`config.mk`:
```
export PLATFORM = sky130hd
export DESIGN_NAME = circular_deque
export DESIGN_NICKNAME = d
export VERILOG_FILES = /design/src/hw/rtl/cdq_pkg.sv /design/src/hw/rtl/cdq_ring.sv /design/src/hw/rtl/circular_deque.sv
export SDC_FILE = /design/constraint.sdc
export NUM_CORES = 1
export LEC_CHECK = 0
export BUFFER_PORTS_ARGS = -buffer_cell sky130_fd_sc_hd__buf_2
export CAP_MARGIN = 20
export CORE_MARGIN = 2
export CORE_UTILIZATION = 55
export DETAILED_ROUTE_END_ITERATION = 10
export PLACE_DENSITY = 0.75
export SLEW_MARGIN = 20
export SYNTH_ARGS = -nofsm -noshare
export SYNTH_HDL_FRONTEND = slang
export SYNTH_SLANG_ARGS = --single-unit
```
`constraint.sdc`:
```
create_clock -name clk -period 6.4 [get_ports clk]
set_clock_uncertainty 0.15 [all_clocks]
set_input_delay 0 -clock clk [delete_from_list [all_inputs] [get_ports clk]]
set_output_delay 0 -clock clk [all_outputs]
set_load 0.05 [all_outputs]
```
`src/hw/rtl/cdq_pkg.sv`:
```
// ----------------------------------------------------------------------------
// cdq_pkg
// Shared types and constants of the circular deque: mode and status codes,
// word width and the result beat layout.
// ----------------------------------------------------------------------------
package cdq_pkg;

    localparam int DEPTH_DEF = 16;
    localparam int WORD_W    = 32;
    localparam int MODE_W    = 3;
    localparam int STATUS_W  = 2;

    localparam logic [MODE_W-1:0] MODE_NONE       = 3'd0;
    localparam logic [MODE_W-1:0] MODE_PUSH_FRONT = 3'd1;
    localparam logic [MODE_W-1:0] MODE_PUSH_REAR  = 3'd2;
    localparam logic [MODE_W-1:0] MODE_POP_FRONT  = 3'd3;
    localparam logic [MODE_W-1:0] MODE_POP_REAR   = 3'd4;

    localparam logic [STATUS_W-1:0] ST_OK        = 2'd0;
    localparam logic [STATUS_W-1:0] ST_OVERFLOW  = 2'd1;
    localparam logic [STATUS_W-1:0] ST_UNDERFLOW = 2'd2;

    localparam logic signed [WORD_W-1:0] EMPTY_WORD = '1;

    typedef struct packed {
        logic signed [WORD_W-1:0] popped;
        logic [STATUS_W-1:0]      status;
        logic signed [WORD_W-1:0] head;
        logic signed [WORD_W-1:0] tail;
        logic                     empty;
        logic                     full;
    } res_t;

endpackage

```
`src/hw/rtl/cdq_ring.sv`:
```
// ----------------------------------------------------------------------------
// cdq_ring
// Ring store of the deque: one write port and one read port, read data
// registered.
// ----------------------------------------------------------------------------
module cdq_ring #(
    parameter int DEPTH = cdq_pkg::DEPTH_DEF,
    parameter int IDX_W = $clog2(DEPTH)
) (
    input  logic                              clk,
    input  logic                              wr_en,
    input  logic [IDX_W-1:0]                  wr_addr,
    input  logic signed [cdq_pkg::WORD_W-1:0] wr_data,
    input  logic                              rd_en,
    input  logic [IDX_W-1:0]                  rd_addr,
    output logic signed [cdq_pkg::WORD_W-1:0] rd_data
);
    import cdq_pkg::*;

    logic signed [WORD_W-1:0] mem [DEPTH];
    logic signed [WORD_W-1:0] rd_data_reg;

    always_ff @(posedge clk)
    begin
        if (wr_en)
        begin
            mem[wr_addr] <= wr_data;
        end
        if (rd_en)
        begin
            rd_data_reg <= mem[rd_addr];
        end
    end

    assign rd_data = rd_data_reg;

endmodule

```
`src/hw/rtl/circular_deque.sv`:
```
// ----------------------------------------------------------------------------
// circular_deque
// Double-ended queue of signed words in a ring store. Each input beat pushes
// at either end, pops from either end or only queries; each gives one
// result beat with the popped word, status, end words and empty/full flags.
//
//   channel  direction  handshake             payload
//   in       input      in_valid / in_stall   mode, push_value
//   out      output     out_valid / out_stall popped_value, status,
//                                             head_value, tail_value,
//                                             is_empty, is_full
//
// push, query, failed operations and a pop that empties the queue finish on
// the accepted beat itself; a pop that leaves entries passes through a read
// state that waits on the ring store read port for the new end word.
// a finished result waits in the output register while the next beat is
// taken; a second finished result behind a stalled output stalls the input.
// reset clears the indices, count and cached end words; no clearing pass.
// ----------------------------------------------------------------------------
module circular_deque #(
    parameter int DEPTH = cdq_pkg::DEPTH_DEF
) (
    input  logic                                clk,
    input  logic                                rst_n,
    input  logic                                in_valid,
    output logic                                in_stall,
    input  logic [cdq_pkg::MODE_W-1:0]          mode,
    input  logic signed [cdq_pkg::WORD_W-1:0]   push_value,
    output logic                                out_valid,
    input  logic                                out_stall,
    output logic signed [cdq_pkg::WORD_W-1:0]   popped_value,
    output logic [cdq_pkg::STATUS_W-1:0]        status,
    output logic signed [cdq_pkg::WORD_W-1:0]   head_value,
    output logic signed [cdq_pkg::WORD_W-1:0]   tail_value,
    output logic                                is_empty,
    output logic                                is_full
);
    import cdq_pkg::*;

    localparam int IDX_W = $clog2(DEPTH);
    localparam int OCC_W = $clog2(DEPTH + 1);
    localparam logic [IDX_W-1:0] LAST_IDX = IDX_W'(DEPTH - 1);
    localparam logic [OCC_W-1:0] FULL_OCC = OCC_W'(DEPTH);

    typedef enum logic [2:0] {
        S_IDLE = 3'b001,
        S_READ = 3'b010,
        S_WAIT = 3'b100
    } state_t;

    state_t                   state_reg, state_next;
    logic [IDX_W-1:0]         head_idx_reg, head_idx_next;
    logic [IDX_W-1:0]         tail_idx_reg, tail_idx_next;
    logic [OCC_W-1:0]         occ_reg, occ_next;
    logic signed [WORD_W-1:0] head_val_reg, head_val_next;
    logic signed [WORD_W-1:0] tail_val_reg, tail_val_next;
    logic                     patch_head_reg, patch_head_next;
    res_t                     res_reg, res_next;
    res_t                     out_reg, out_next;
    logic                     out_valid_reg, out_valid_next;

    res_t                     res_now;
    logic                     accept;
    logic                     out_free;
    logic                     need_read;
    logic                     wr_en;
    logic [IDX_W-1:0]         wr_addr;
    logic                     rd_en;
    logic [IDX_W-1:0]         rd_addr;
    logic signed [WORD_W-1:0] rd_data;

    function automatic logic [IDX_W-1:0] idx_up(input logic [IDX_W-1:0] i);
        return (i == LAST_IDX) ? '0 : i + 1'b1;
    endfunction

    function automatic logic [IDX_W-1:0] idx_down(input logic [IDX_W-1:0] i);
        return (i == '0) ? LAST_IDX : i - 1'b1;
    endfunction

    cdq_ring #(
        .DEPTH (DEPTH),
        .IDX_W (IDX_W)
    ) u_ring (
        .clk     (clk),
        .wr_en   (wr_en),
        .wr_addr (wr_addr),
        .wr_data (push_value),
        .rd_en   (rd_en),
        .rd_addr (rd_addr),
        .rd_data (rd_data)
    );

    assign accept   = in_valid && (state_reg == S_IDLE);
    assign out_free = !out_valid_reg || !out_stall;
    assign in_stall = (state_reg != S_IDLE);

    // operation on the accepted beat, or the end word refresh from the ring read
    always_comb
    begin
        head_idx_next   = head_idx_reg;
        tail_idx_next   = tail_idx_reg;
        occ_next        = occ_reg;
        head_val_next   = head_val_reg;
        tail_val_next   = tail_val_reg;
        patch_head_next = patch_head_reg;
        need_read       = 1'b0;
        wr_en           = 1'b0;
        wr_addr         = '0;
        rd_en           = 1'b0;
        rd_addr         = '0;
        res_now.popped  = EMPTY_WORD;
        res_now.status  = ST_OK;

        if (accept)
        begin
            unique case (mode) inside
                MODE_PUSH_FRONT, MODE_PUSH_REAR:
                begin
                    if (occ_reg == FULL_OCC)
                    begin
                        res_now.status = ST_OVERFLOW;
                    end
                    else if (occ_reg == '0)
                    begin
                        head_idx_next = '0;
                        tail_idx_next = '0;
                        head_val_next = push_value;
                        tail_val_next = push_value;
                        wr_en         = 1'b1;
                        wr_addr       = '0;
                        occ_next      = OCC_W'(1);
                    end
                    else if (mode == MODE_PUSH_FRONT)
                    begin
                        head_idx_next = idx_down(head_idx_reg);
                        head_val_next = push_value;
                        wr_en         = 1'b1;
                        wr_addr       = idx_down(head_idx_reg);
                        occ_next      = occ_reg + 1'b1;
                    end
                    else
                    begin
                        tail_idx_next = idx_up(tail_idx_reg);
                        tail_val_next = push_value;
                        wr_en         = 1'b1;
                        wr_addr       = idx_up(tail_idx_reg);
                        occ_next      = occ_reg + 1'b1;
                    end
                end
                MODE_POP_FRONT, MODE_POP_REAR:
                begin
                    if (occ_reg == '0)
                    begin
                        res_now.status = ST_UNDERFLOW;
                    end
                    else
                    begin
                        occ_next = occ_reg - 1'b1;
                        if (mode == MODE_POP_FRONT)
                        begin
                            res_now.popped = head_val_reg;
                        end
                        else
                        begin
                            res_now.popped = tail_val_reg;
                        end
                        if (occ_reg == OCC_W'(1))
                        begin
                            head_idx_next = '0;
                            tail_idx_next = '0;
                        end
                        else if (mode == MODE_POP_FRONT)
                        begin
                            head_idx_next   = idx_up(head_idx_reg);
                            rd_en           = 1'b1;
                            rd_addr         = idx_up(head_idx_reg);
                            need_read       = 1'b1;
                            patch_head_next = 1'b1;
                        end
                        else
                        begin
                            tail_idx_next   = idx_down(tail_idx_reg);
                            rd_en           = 1'b1;
                            rd_addr         = idx_down(tail_idx_reg);
                            need_read       = 1'b1;
                            patch_head_next = 1'b0;
                        end
                    end
                end
                default:
                begin
                end
            endcase
        end
        else if (state_reg == S_READ)
        begin
            if (patch_head_reg)
            begin
                head_val_next = rd_data;
            end
            else
            begin
                tail_val_next = rd_data;
            end
        end

        res_now.empty = (occ_next == '0);
        res_now.full  = (occ_next == FULL_OCC);
        res_now.head  = res_now.empty ? EMPTY_WORD : head_val_next;
        res_now.tail  = res_now.empty ? EMPTY_WORD : tail_val_next;
    end

    // result sequencing
    always_comb
    begin
        state_next     = state_reg;
        res_next       = res_reg;
        out_next       = out_reg;
        out_valid_next = out_valid_reg && out_stall;

        unique case (state_reg)
            S_IDLE:
            begin
                if (in_valid)
                begin
                    if (need_read)
                    begin
                        res_next   = res_now;
                        state_next = S_READ;
                    end
                    else if (out_free)
                    begin
                        out_next       = res_now;
                        out_valid_next = 1'b1;
                    end
                    else
                    begin
                        res_next   = res_now;
                        state_next = S_WAIT;
                    end
                end
            end
            S_READ:
            begin
                res_next = res_reg;
                if (patch_head_reg)
                begin
                    res_next.head = rd_data;
                end
                else
                begin
                    res_next.tail = rd_data;
                end
                if (out_free)
                begin
                    out_next       = res_next;
                    out_valid_next = 1'b1;
                    state_next     = S_IDLE;
                end
                else
                begin
                    state_next = S_WAIT;
                end
            end
            S_WAIT:
            begin
                if (out_free)
                begin
                    out_next       = res_reg;
                    out_valid_next = 1'b1;
                    state_next     = S_IDLE;
                end
            end
            default:
            begin
                state_next = S_IDLE;
            end
        endcase
    end

    always_ff @(posedge clk or negedge rst_n)
    begin
        if (!rst_n)
        begin
            state_reg      <= S_IDLE;
            head_idx_reg   <= '0;
            tail_idx_reg   <= '0;
            occ_reg        <= '0;
            head_val_reg   <= EMPTY_WORD;
            tail_val_reg   <= EMPTY_WORD;
            patch_head_reg <= 1'b0;
            out_valid_reg  <= 1'b0;
        end
        else
        begin
            state_reg      <= state_next;
            head_idx_reg   <= head_idx_next;
            tail_idx_reg   <= tail_idx_next;
            occ_reg        <= occ_next;
            head_val_reg   <= head_val_next;
            tail_val_reg   <= tail_val_next;
            patch_head_reg <= patch_head_next;
            out_valid_reg  <= out_valid_next;
        end
    end

    always_ff @(posedge clk)
    begin
        res_reg <= res_next;
        out_reg <= out_next;
    end

    assign out_valid    = out_valid_reg;
    assign popped_value = out_reg.popped;
    assign status       = out_reg.status;
    assign head_value   = out_reg.head;
    assign tail_value   = out_reg.tail;
    assign is_empty     = out_reg.empty;
    assign is_full      = out_reg.full;

endmodule

```
## After elaboration in Yosys (flattened, before gate mapping)

Memories as Yosys holds them, arrays and structs flattened. A register that Yosys moved wholly into a read port is not among the register bits.
Cells that the tools add are included.

- Output and inout port bits: 102
- Memories kept: 1
- Bits of input ports: 39
- Register bits: 282
- Logic and storage cells: 166
- RAM bits: 512

- Add/subtract/negate cells: 6
- Bitwise gates (word level): 3
- Muxes and demuxes: 88
- Reductions and logical operators: 22
- Equality and inequality tests: 26

Memories:

| name | words | bits a word | read ports | clocked after Yosys merged registers in | wr ports | RTL line | RTL |
|---|---|---|---|---|---|---|---|
| u_ring.mem | 16 | 32 | 1 | 1 | 1 | cdq_ring.sv:20 | `logic signed [WORD_W-1:0] mem [DEPTH];` |

Operator list:

| kind | count |
|---|---|
| $mux 100 | 8 |
| $mux 32 | 21 |
| $pmux 100 s3 | 1 |
| $pmux 100 s2 | 1 |
| $mux 4 | 26 |
| $mux 34 | 1 |
| $mux 5 | 4 |
| $reduce_and 6->1 | 3 |
| $pmux 4 s2 | 2 |
| $mux 3 | 5 |
| $ne 3x3->1 const B | 5 |
| $mux 1 | 14 |
| $ne 2x2->1 const B | 7 |
| $eq 5x5->1 const B | 2 |
| $logic_not 5->1 | 2 |
| $pmux 5 s2 | 1 |
| $eq 3x2->1 const B | 3 |
| $pmux 3 s3 | 1 |
| $add 4x1->4 const B | 2 |
| $eq 4x4->1 const B | 2 |
| $logic_not 4->1 | 2 |
| $reduce_and 4->1 | 2 |
| $sub 4x1->4 const B | 2 |
| $eq 3x1->1 const B | 2 |
| 17 further kinds | 26 |

## Longest topological paths before layout

Gate-level depths: netlist (run 1).

- Word-level depth: 11
- Mapped depth: 12
- Gate-level depth less buffers: 10

## By module

A second synthesis (run 1) with hierarchy kept.

- Cells, all modules: 2205
- Area, all modules: 35162.5 um^2

Modules (own cells, without submodules):

| module | instances | cells each | area each (um^2) | sequential area each (um^2) |
|---|---|---|---|---|
| cdq_ring | 1 | 838 | 20155.6 | 16335.7 |
| circular_deque | 1 | 1367 | 15006.9 | 8139.1 |

## Least setup slack after synthesis (run 1)

No wires, ideal clock.

- Kind: reg-to-reg
- Start: reg occ_reg[0]
- End: reg out_reg, in the netlist head_value[0], enable pin
- Period minus slack after synthesis: 7.047 ns
- Data arrival time: 6.304 ns
- Buffers on the path: 0
- Setup time: 0.592 ns
- Slack: -0.647 ns
- Stages on the path, launching flop included: 8
- Required time: 5.658 ns
- Path through: dfrtp_1 > inv_1 > ha_1 > nor4b_4 > a211oi_4 > nand2_2 > nand2_1 > a21oi_1

- Longest elaborated chain between the ends: 7
- Elaborated cells on any way between the ends: 8
- Those cells by class: 2 x eq/ne; 4 x mux; 2 x reduce/logical

Ends and longest elaborated chain:

| element | RTL line | RTL |
|---|---|---|
| start, declared | circular_deque.sv:54 | `logic [OCC_W-1:0] occ_reg, occ_next;` |
| start signal, assigned | circular_deque.sv:299 | `occ_reg <= occ_next;` |
| $eq 5x1->1 | circular_deque.sv:167 | `if (occ_reg == OCC_W'(1))` |
| $mux 1 | circular_deque.sv:167 |  |
| $mux 1 (*) | circular_deque.sv:152 | `if (occ_reg == '0)` |
| $mux 1 (*) | circular_deque.sv:116 | `unique case (mode) inside` |
| $mux 1 (*) | circular_deque.sv:114 | `if (accept)` |
| $ne 2x2->1 (no source line) (*) | n/a |  |
| $reduce_and 6->1 (no source line) (*) | n/a |  |
| end signal, assigned | circular_deque.sv:310 | `out_reg <= out_next;` |
| end, declared | circular_deque.sv:59 | `res_t out_reg, out_next;` |

Every way passes the cells marked *; elsewhere a longest branch is shown, timed or not.
A chain may end at the register's enable or synchronous reset.

## Final worst setup path (run 1)

- Start: reg state_reg[0]
- End: mem u_ring.mem[12][15], enable pin

- Longest elaborated chain between the ends: 5
- Elaborated cells on any way between the ends: 6
- Those cells by class: 1 x eq/ne; 4 x mux; 1 x reduce/logical

Ends and longest elaborated chain:

| element | RTL line | RTL |
|---|---|---|
| start, declared | circular_deque.sv:51 | `state_t state_reg, state_next;` |
| start signal, assigned | circular_deque.sv:296 | `state_reg <= state_next;` |
| $eq 3x1->1 (*) | circular_deque.sv:93 | `assign accept = in_valid && (state_reg == S_IDLE);` |
| $logic_and 1x1->1 (*) | circular_deque.sv:93 |  |
| $mux 1 | circular_deque.sv:114 |  |
| $mux 1 | cdq_ring.sv:25 | `if (wr_en)` |
| $mux 1 (implied by the code) | cdq_ring.sv:27 | `mem[wr_addr] <= wr_data;` |
| end, declared | cdq_ring.sv:20 |  |

Marks and branches as above.

==> run metrics, run 1 <==
status finished clean; # H-tree levels 3; Synth cell types 89; worst path bufs/invs 1; Die H 259 um; grt total ovfl 0; startpoint types flip-flop; WL per Instance 29.2 um; PwrDens 434 nW/um2; CP top delay family simple AND/OR/NAND/NOR gates; Worst setup startpoint state_reg[0]; syn_nets 2,649; vias per cell 7.05; Worst slew margin 20.2%; DP Area 37,300 um2; initial antenna violation count 3; Synth Flop Type edfxtp_1; Gate Count Post-Synth 2,601; Final period util 71.8%; RSZ-0062 raised after global routing no; total iterations of the first detailed-routing run 6; # placed instances 3,424; largest net degree at the start of global routing 147; Core ar. 64,200 um2; synthesis-stage register bit count 826; fillcell total 4,625; Hold WS 0.0806 ns; HPWL Detailed 60,100 um; via count of the first global-routing pass 24,700; Die Wd 259 um; Slew Limit Fails 0; TNS Setup 0 ns; first-pass GRT wire length 156,000 um; fin area 40,300 um2; Yosys top cell by area edfxtp_1; clk slew on worst S/H paths 0.06 ns; CP Max Fanout 22; met2 routed WL 49,800 um; Post-synth EDFFs 744; area growth from synthesis to layout 13.1%; Max Fclk 0.218 GHz; ys async rst share 9.93%; CTS tree yes; Initial Util 55.5%; Post-DRT Antenna Nets 0; # DRC 0; r2r setup slk 1.81 ns; Post-layout nets 2,743; critical-path cell list nand4bb_1, nor4_1, o211a_1, nand2_1, nor2_4, buf_4; post-synth top area share 62.7%; Layout Cells excl Fill 3,618; Vias 25,500; clk sinks 826; gr usage total 31.1%; Worst Setup Slack, final 1.81 ns; highest metal used met5; Iter 0 DRT Violations 4,022; Clock Latency Late Sink 0.65 ns; die area 66,900 um2; max reg flops 512; number of max-cap violations 0; Leak 13.2 nW; GP Congestion 0.873; worst slew pin tran 1.19 ns; Critical-path top delay cell nor4_1; DRT met1 WL 39,100 um; stages on the worst setup path 6; Post-CTS Setup Inserts 0; Top Ports 141; final setup fails 0; share of cells above drive strength 1 16.7%; CP arrival 4.76 ns; worst stage delay on the critical path 1.01 ns; CP required 6.57 ns; crit path to u_ring.mem[12][15]; Peak VDD IR 0.286 mV; Critical R2R Capture u_ring.mem[12][15]; mapped cell area 35,700 um2; final WL 106,000 um; Hold Path Class in2async; Synth area leaders edfxtp_1 (63%), dfstp_2 (4.8%), nor2_1 (2.2%), nor3_1 (2.2%), mux2i_1 (1.9%); Crit Path Category reg2reg; CTS root buf clkbuf_16; min cycle time layout 4.59 ns; Final Hold Violating Endpoints 0; yosys warns 0; register area share after synthesis 68.6%; metal3 WL 12,200 um; clk buf depth 3; worst r2r src state_reg[0]; number of cells on the worst reg-to-reg path 6; placement row count 93; # port buffers 140; Place WS 1.94 ns; Post-Syn Area per Cell 13.7 um2; endpoint type of the worst setup path flip-flop; CTS buffer count 83
==> power breakdown <==
part           switching (W)  internal (W)
Combinational        0.00375       0.00157
Sequential          0.000474       0.00703
Clock                0.00205       0.00265
Total                0.00627        0.0113
==> area by class of cell <==
cell class | instances | area [um2] | share of cell area (%)
diodes | 4 | 10.0 | 0.0248
clock buffers | 115 | 2280 | 5.65
clock inverters | 34 | 298 | 0.738
inverters | 39 | 146 | 0.363
multi-input cells | 1496 | 10400 | 25.7
flip-flops and latches | 826 | 24500 | 60.7
well taps | 855 | 1070 | 2.65
repair buffers | 249 | 1700 | 4.21
==> metrics by stage <==
step | total power (W) | util [%]
floorplan | 0.0111 | -
global placement | 0.0126 | 58.1
detailed placement | 0.0128 | 58.1
CTS | 0.0174 | 62.8
global route | 0.0181 | 62.8
finish | 0.0175 | 62.8
==> synth_stat cells (61+ instances only) <==
master / instances
edfxtp_1: 744
nor2_1: 212
clkbuf_1: 165
nor3_1: 155
nand2_1: 120
a211oi_1: 90
a22oi_1: 84
a221oi_1: 74
a31oi_1: 68
mux2i_1: 68
o21ai_1: 68
a221o_1: 66
and2_1: 65
dfstp_2: 65
buf_2: 61
==> kinds of logic after synthesis <==
logic type	share of synthesized area, %
adder cells (fa/ha/maj)	0.344
multiplexers	1.94
AND/OR/NAND/NOR	9.03
XOR/XNOR	0.144
AO/OA/AOI/OAI	16.7
buffers and inverters	3.22
flip-flops	68.6
==> cell usage in the layout (no fill, tap or decap), types with 33 or more instances in the layout <==
master / Yosys / layout
and3_1: 33 / 33
nor2_1: 212 / 193
a221o_1: 66 / 66
inv_1: 37 / 37
a22oi_1: 84 / 83
buf_2: 61 / 139
clkbuf_16: 0 / 84
dfstp_2: 65 / 65
nand2_1: 120 / 120
o2111ai_1: 41 / 40
mux2i_1: 68 / 67
o21ai_1: 68 / 68
and2_1: 65 / 65
a221oi_1: 74 / 74
buf_4: 4 / 63
edfxtp_1: 744 / 744
a211oi_1: 90 / 89
a31oi_1: 68 / 68
dlygate4sd3_1: 0 / 41
nor3_1: 155 / 151
==> metal layers <==
layer	global-route usage, %	vias up
met1	41.9	12700
met4	14.1	2
li1	-	10700
met5	0	-
met3	6.45	292
met2	49.2	1917
==> what timing repair did <==
| action | in CTS | in global routing |
|---|---|---|
| resized for setup | 0 | 0 |
| hold buffers | 41 | 0 |
| endpoints found under the hold margin | 647 | 0 |
==> worst min-delay path by stage <==
stage,startpoint,to,slack (ns),cells past startpoint
finish,rst_n,head_val_reg[29],0.08,2
global route,rst_n,head_val_reg[29],0.12,2
CTS,rst_n,head_val_reg[29],0.08,2
detailed placement,rst_n,occ_reg[0],-0.12,1
global placement,rst_n,occ_reg[0],-0.12,1
floorplan,rst_n,head_idx_reg[0],-0.45,0
(Power assumes the default switching activity.)
==> run 2, diff against run 1 <==
- ABC_AREA: default -> 1
- PLACE_DENSITY: 0.75 -> 0.72
- clock period: 6.4 -> 4.75 ns (I/O delays scaled with it)
==> run 2 against run 1 <==
Net effect:
- design area up 7.3%
- non-clock buffer count fell by 12
- fmax up 26%
- largest cell class unchanged
- critical path depth stayed put
- core utilization barely moved
- critical path type unchanged
- area after synthesis increased by 8.0%
- setup slack lost 0.70 ns
- count of clock-buffer cells in the layout increased by 2
- sequential share of layout area down 4.1 points
==> run metrics, run 2 <==
die area 72,100 um2 (was 66,900 um2); Post-synth EDFFs 744 (unchanged); first-pass GRT wire length 149,000 um (was 156,000 um); grt total ovfl 0 (unchanged); Post-Synth XOR/XNOR Area 0.137% (was 0.144%); Crit Path Category reg2reg (unchanged); startpoint types flip-flop (unchanged); Max Fclk 0.274 GHz (was 0.218 GHz); # H-tree levels 3 (unchanged); Final period util 76.8% (was 71.8%); final setup fails 0 (unchanged); Vias 27,800 (was 25,500); synthesis-stage register bit count 826 (unchanged); Synth area leaders edfxtp_1 (58%), nand2_1 (10%), inv_1 (7.6%), nand3_1 (5.8%), dfstp_2 (4.4%) (was edfxtp_1 (63%), dfstp_2 (4.8%), nor2_1 (2.2%), nor3_1 (2.2%), mux2i_1 (1.9%)); worst r2r src state_reg[0] (unchanged); switching share of power 36.9% (was 35.8%); yosys warns 0 (unchanged); number of cells on the worst reg-to-reg path 6 (unchanged); CTS tree yes (unchanged); Post-DRT Antenna Nets 0 (unchanged); final WL 97,100 um (was 106,000 um); Worst Setup Slack, final 1.10 ns (was 1.81 ns); vias per cell 5.43 (was 7.05); Top Ports 141 (unchanged); Worst setup startpoint state_reg[0] (unchanged); Leak 18.2 nW (was 13.2 nW); Clock Latency Late Sink 0.63 ns (was 0.65 ns); Layout Cells excl Fill 5,118 (was 3,618); ys async rst share 9.93% (unchanged); CP required 4.84 ns (was 6.57 ns); area growth from synthesis to layout 12.4% (was 13.1%); largest net degree at the start of global routing 154 (was 147); Adder-Cell Fraction of Synth Area 0.293% (was 0.344%); Post-layout nets 4,167 (was 2,743); WL per Instance 19.0 um (was 29.2 um); initial antenna violation count 5 (was 3); GP Congestion 0.879 (was 0.873); mapped cell area 38,500 um2 (was 35,700 um2); Die H 269 um (was 259 um); register area share after synthesis 63.6% (was 68.6%); PwrDens 568 nW/um2 (was 434 nW/um2); Synth cell types 38 (was 89); fillcell total 5,499 (was 4,625); post-synth top area share 58.0% (was 62.7%); Simple-Gate Fraction of Synth Area 18.9% (was 9.03%); # placed instances 4,919 (was 3,424); Hold Path Class in2async (unchanged); via count of the first global-routing pass 26,200 (was 24,700); Peak VDD IR 0.512 mV (was 0.286 mV); r2r setup slk 1.10 ns (was 1.81 ns); clk sinks 826 (unchanged); Flop pwr share 41.9% (was 42.8%); Place WS 1.16 ns (was 1.94 ns); multiplexer share of the synthesized area 0% (was 1.94%); count leader, synth nand2_1 (was edfxtp_1); Yosys top cell by area edfxtp_1 (unchanged); clk slew on worst S/H paths 0.06 ns (about the same); share of cells above drive strength 1 10.2% (was 16.7%); part of the power in combinational logic 31.5% (was 30.4%); worst slew pin tran 1.09 ns (was 1.19 ns); RSZ-0062 raised after global routing no (unchanged); Post-Syn Area per Cell 9.63 um2 (was 13.7 um2); Critical R2R Capture u_ring.mem[9][29] (was u_ring.mem[12][15]); most common cell after layout, fill and taps aside nand2_1 (was edfxtp_1); gr usage total 27.0% (was 31.1%); syn_nets 4,045 (was 2,649); commonest cells after routing, fill and taps aside nand2_1 (1,060), inv_1 (774), edfxtp_1 (744) (was edfxtp_1 (744), nor2_1 (193), nor3_1 (151)); total iterations of the first detailed-routing run 8 (was 6); Die Wd 269 um (was 259 um); max reg flops 512 (unchanged); TNS Setup 0 ns (unchanged); CP arrival 3.73 ns (was 4.76 ns); placement row count 96 (was 93); number of max-cap violations 0 (unchanged); Util after Layout 62.8% (about the same); Slew Limit Fails 0 (unchanged); Synth Area in Compound Gates 6.90% (was 16.7%); Worst slew margin 27.4% (was 20.2%); CTS buffer count 84 (was 83); clk buf depth 3 (unchanged); Core ar. 68,900 um2 (was 64,200 um2); Post-CTS Setup Inserts 0 (unchanged); Iter 0 DRT Violations 2,960 (was 4,022); main combinational cell family by area after synthesis simple AND/OR/NAND/NOR gates (was compound AO/OA/AOI/OAI gates); endpoint type of the worst setup path flip-flop (unchanged); Commonest cells post-synth nand2_1 (1,061), inv_1 (779), edfxtp_1 (744), nand3_1 (444), o21ai_0 (250) (was edfxtp_1 (744), nor2_1 (212), clkbuf_1 (165), nor3_1 (155), nand2_1 (120)); register area 24,500 um2 (about the same); Synth Flop Type edfxtp_1 (unchanged); Final Hold Violating Endpoints 0 (unchanged); HPWL Detailed 55,300 um (was 60,100 um); clock power share 26.6% (was 26.8%); min cycle time layout 3.65 ns (was 4.59 ns); # port buffers 140 (unchanged); NetSw 0.00907 W (was 0.00627 W); Initial Util 55.8% (was 55.5%); area of the multi-input gates 10,300 um2 (was 10,400 um2); Gate Count Post-Synth 3,997 (was 2,601); # DRC 0 (unchanged); CTS root buf clkbuf_16 (unchanged); status finished clean (unchanged); CP Max Fanout 32 (was 22); Cell Int Power 0.0155 W (was 0.0113 W)
-- run 2: changes by cell type in the layout (fill, tap and decap cells not counted), moves of 68 or more --
cell / change
nand3_1: +436
nand2_1: +940
nor2_1: -102
inv_1: +737
o21ai_0: +238
a31oi_1: -68
nor3_1: -147
a221oi_1: -74
a22oi_1: -80
-- run 2: final cells by class --
type                       instances  share of cell area, %
antenna                            1                0.00578
tap                              931                   2.69
sequential                       826                   56.6
timing repair buffer             237                   3.92
clock inverter                    36                  0.931
clock buffer                     117                   5.24
inverter                         786                   6.82
multi-input combinational       2184                   23.8
-- run 2: critical path, stage by stage, from the launching register on --
cell	delay [ns]
dfstp_2	0.57
nand4_1	0.59
nor2_1	0.46
inv_1	0.11
nor2_1	0.19
nand2_1	0.27
nor2_4	0.89
-- run 2: worst max-delay path by stage --
stage | to | slack, ns | cells after the start
finish | u_ring.mem[9][29] | 1.10 | 6
global route | u_ring.mem[9][24] | 0.83 | 6
CTS | u_ring.mem[9][29] | 1.13 | 6
detailed placement | u_ring.mem[9][24] | 1.16 | 6
global placement | u_ring.mem[8][28] | 1.19 | 6
floorplan | head_value[0] | 0.16 | 5
-- run 2: logic make-up after synthesis --
group,count (synthesis)
AOI/OAI and AO/OA,461
xor gates and xnor gates,6
adders and majority gates,9
buffers and inverters,987
DFF,826
and+or+nand+nor,1708
-- run 2: layer usage --
layer | up-vias | share of wire [%] | global-route usage [%]
met2 | 1279 | 47 | 44.9
met1 | 13200 | 42 | 37.2
met5 | - | 0.013 | 0
li1 | 13200 | - | -
met3 | 176 | 8.3 | 3.58
met4 | 2 | 2.5 | 8.38
-- run 2: power by group through the flow --
stage	clock, W	combinational [W]	sequential [W]
after floorplan	0	0.00431	0.0116
after global placement	0	0.00739	0.0104
after detailed placement	0	0.00761	0.0104
after CTS	0.00661	0.00769	0.0103
after global routing	0.00690	0.00854	0.0104
final	0.00655	0.00774	0.0103
-- run 2: metrics by stage --
| step | area [um2] | hold slack, ns | power [W] |
|---|---|---|---|
| 3_3_place_gp | 40100 | -0.0978 | 0.0178 |
| 2_1_floorplan | 38500 | -0.446 | 0.0159 |
| 5_1_grt | 43300 | 0.0342 | 0.0258 |
| 4_1_cts | 43300 | 0.00205 | 0.0246 |
| 6_report | 43300 | 0.0315 | 0.0246 |
| 3_5_place_dp | 40100 | -0.0897 | 0.0180 |
-- run 2: timing repair --
item                      in CTS  in global routing
resized for setup              0                  0
hold endpoints to repair     650                  0
hold buffers                  45                  0
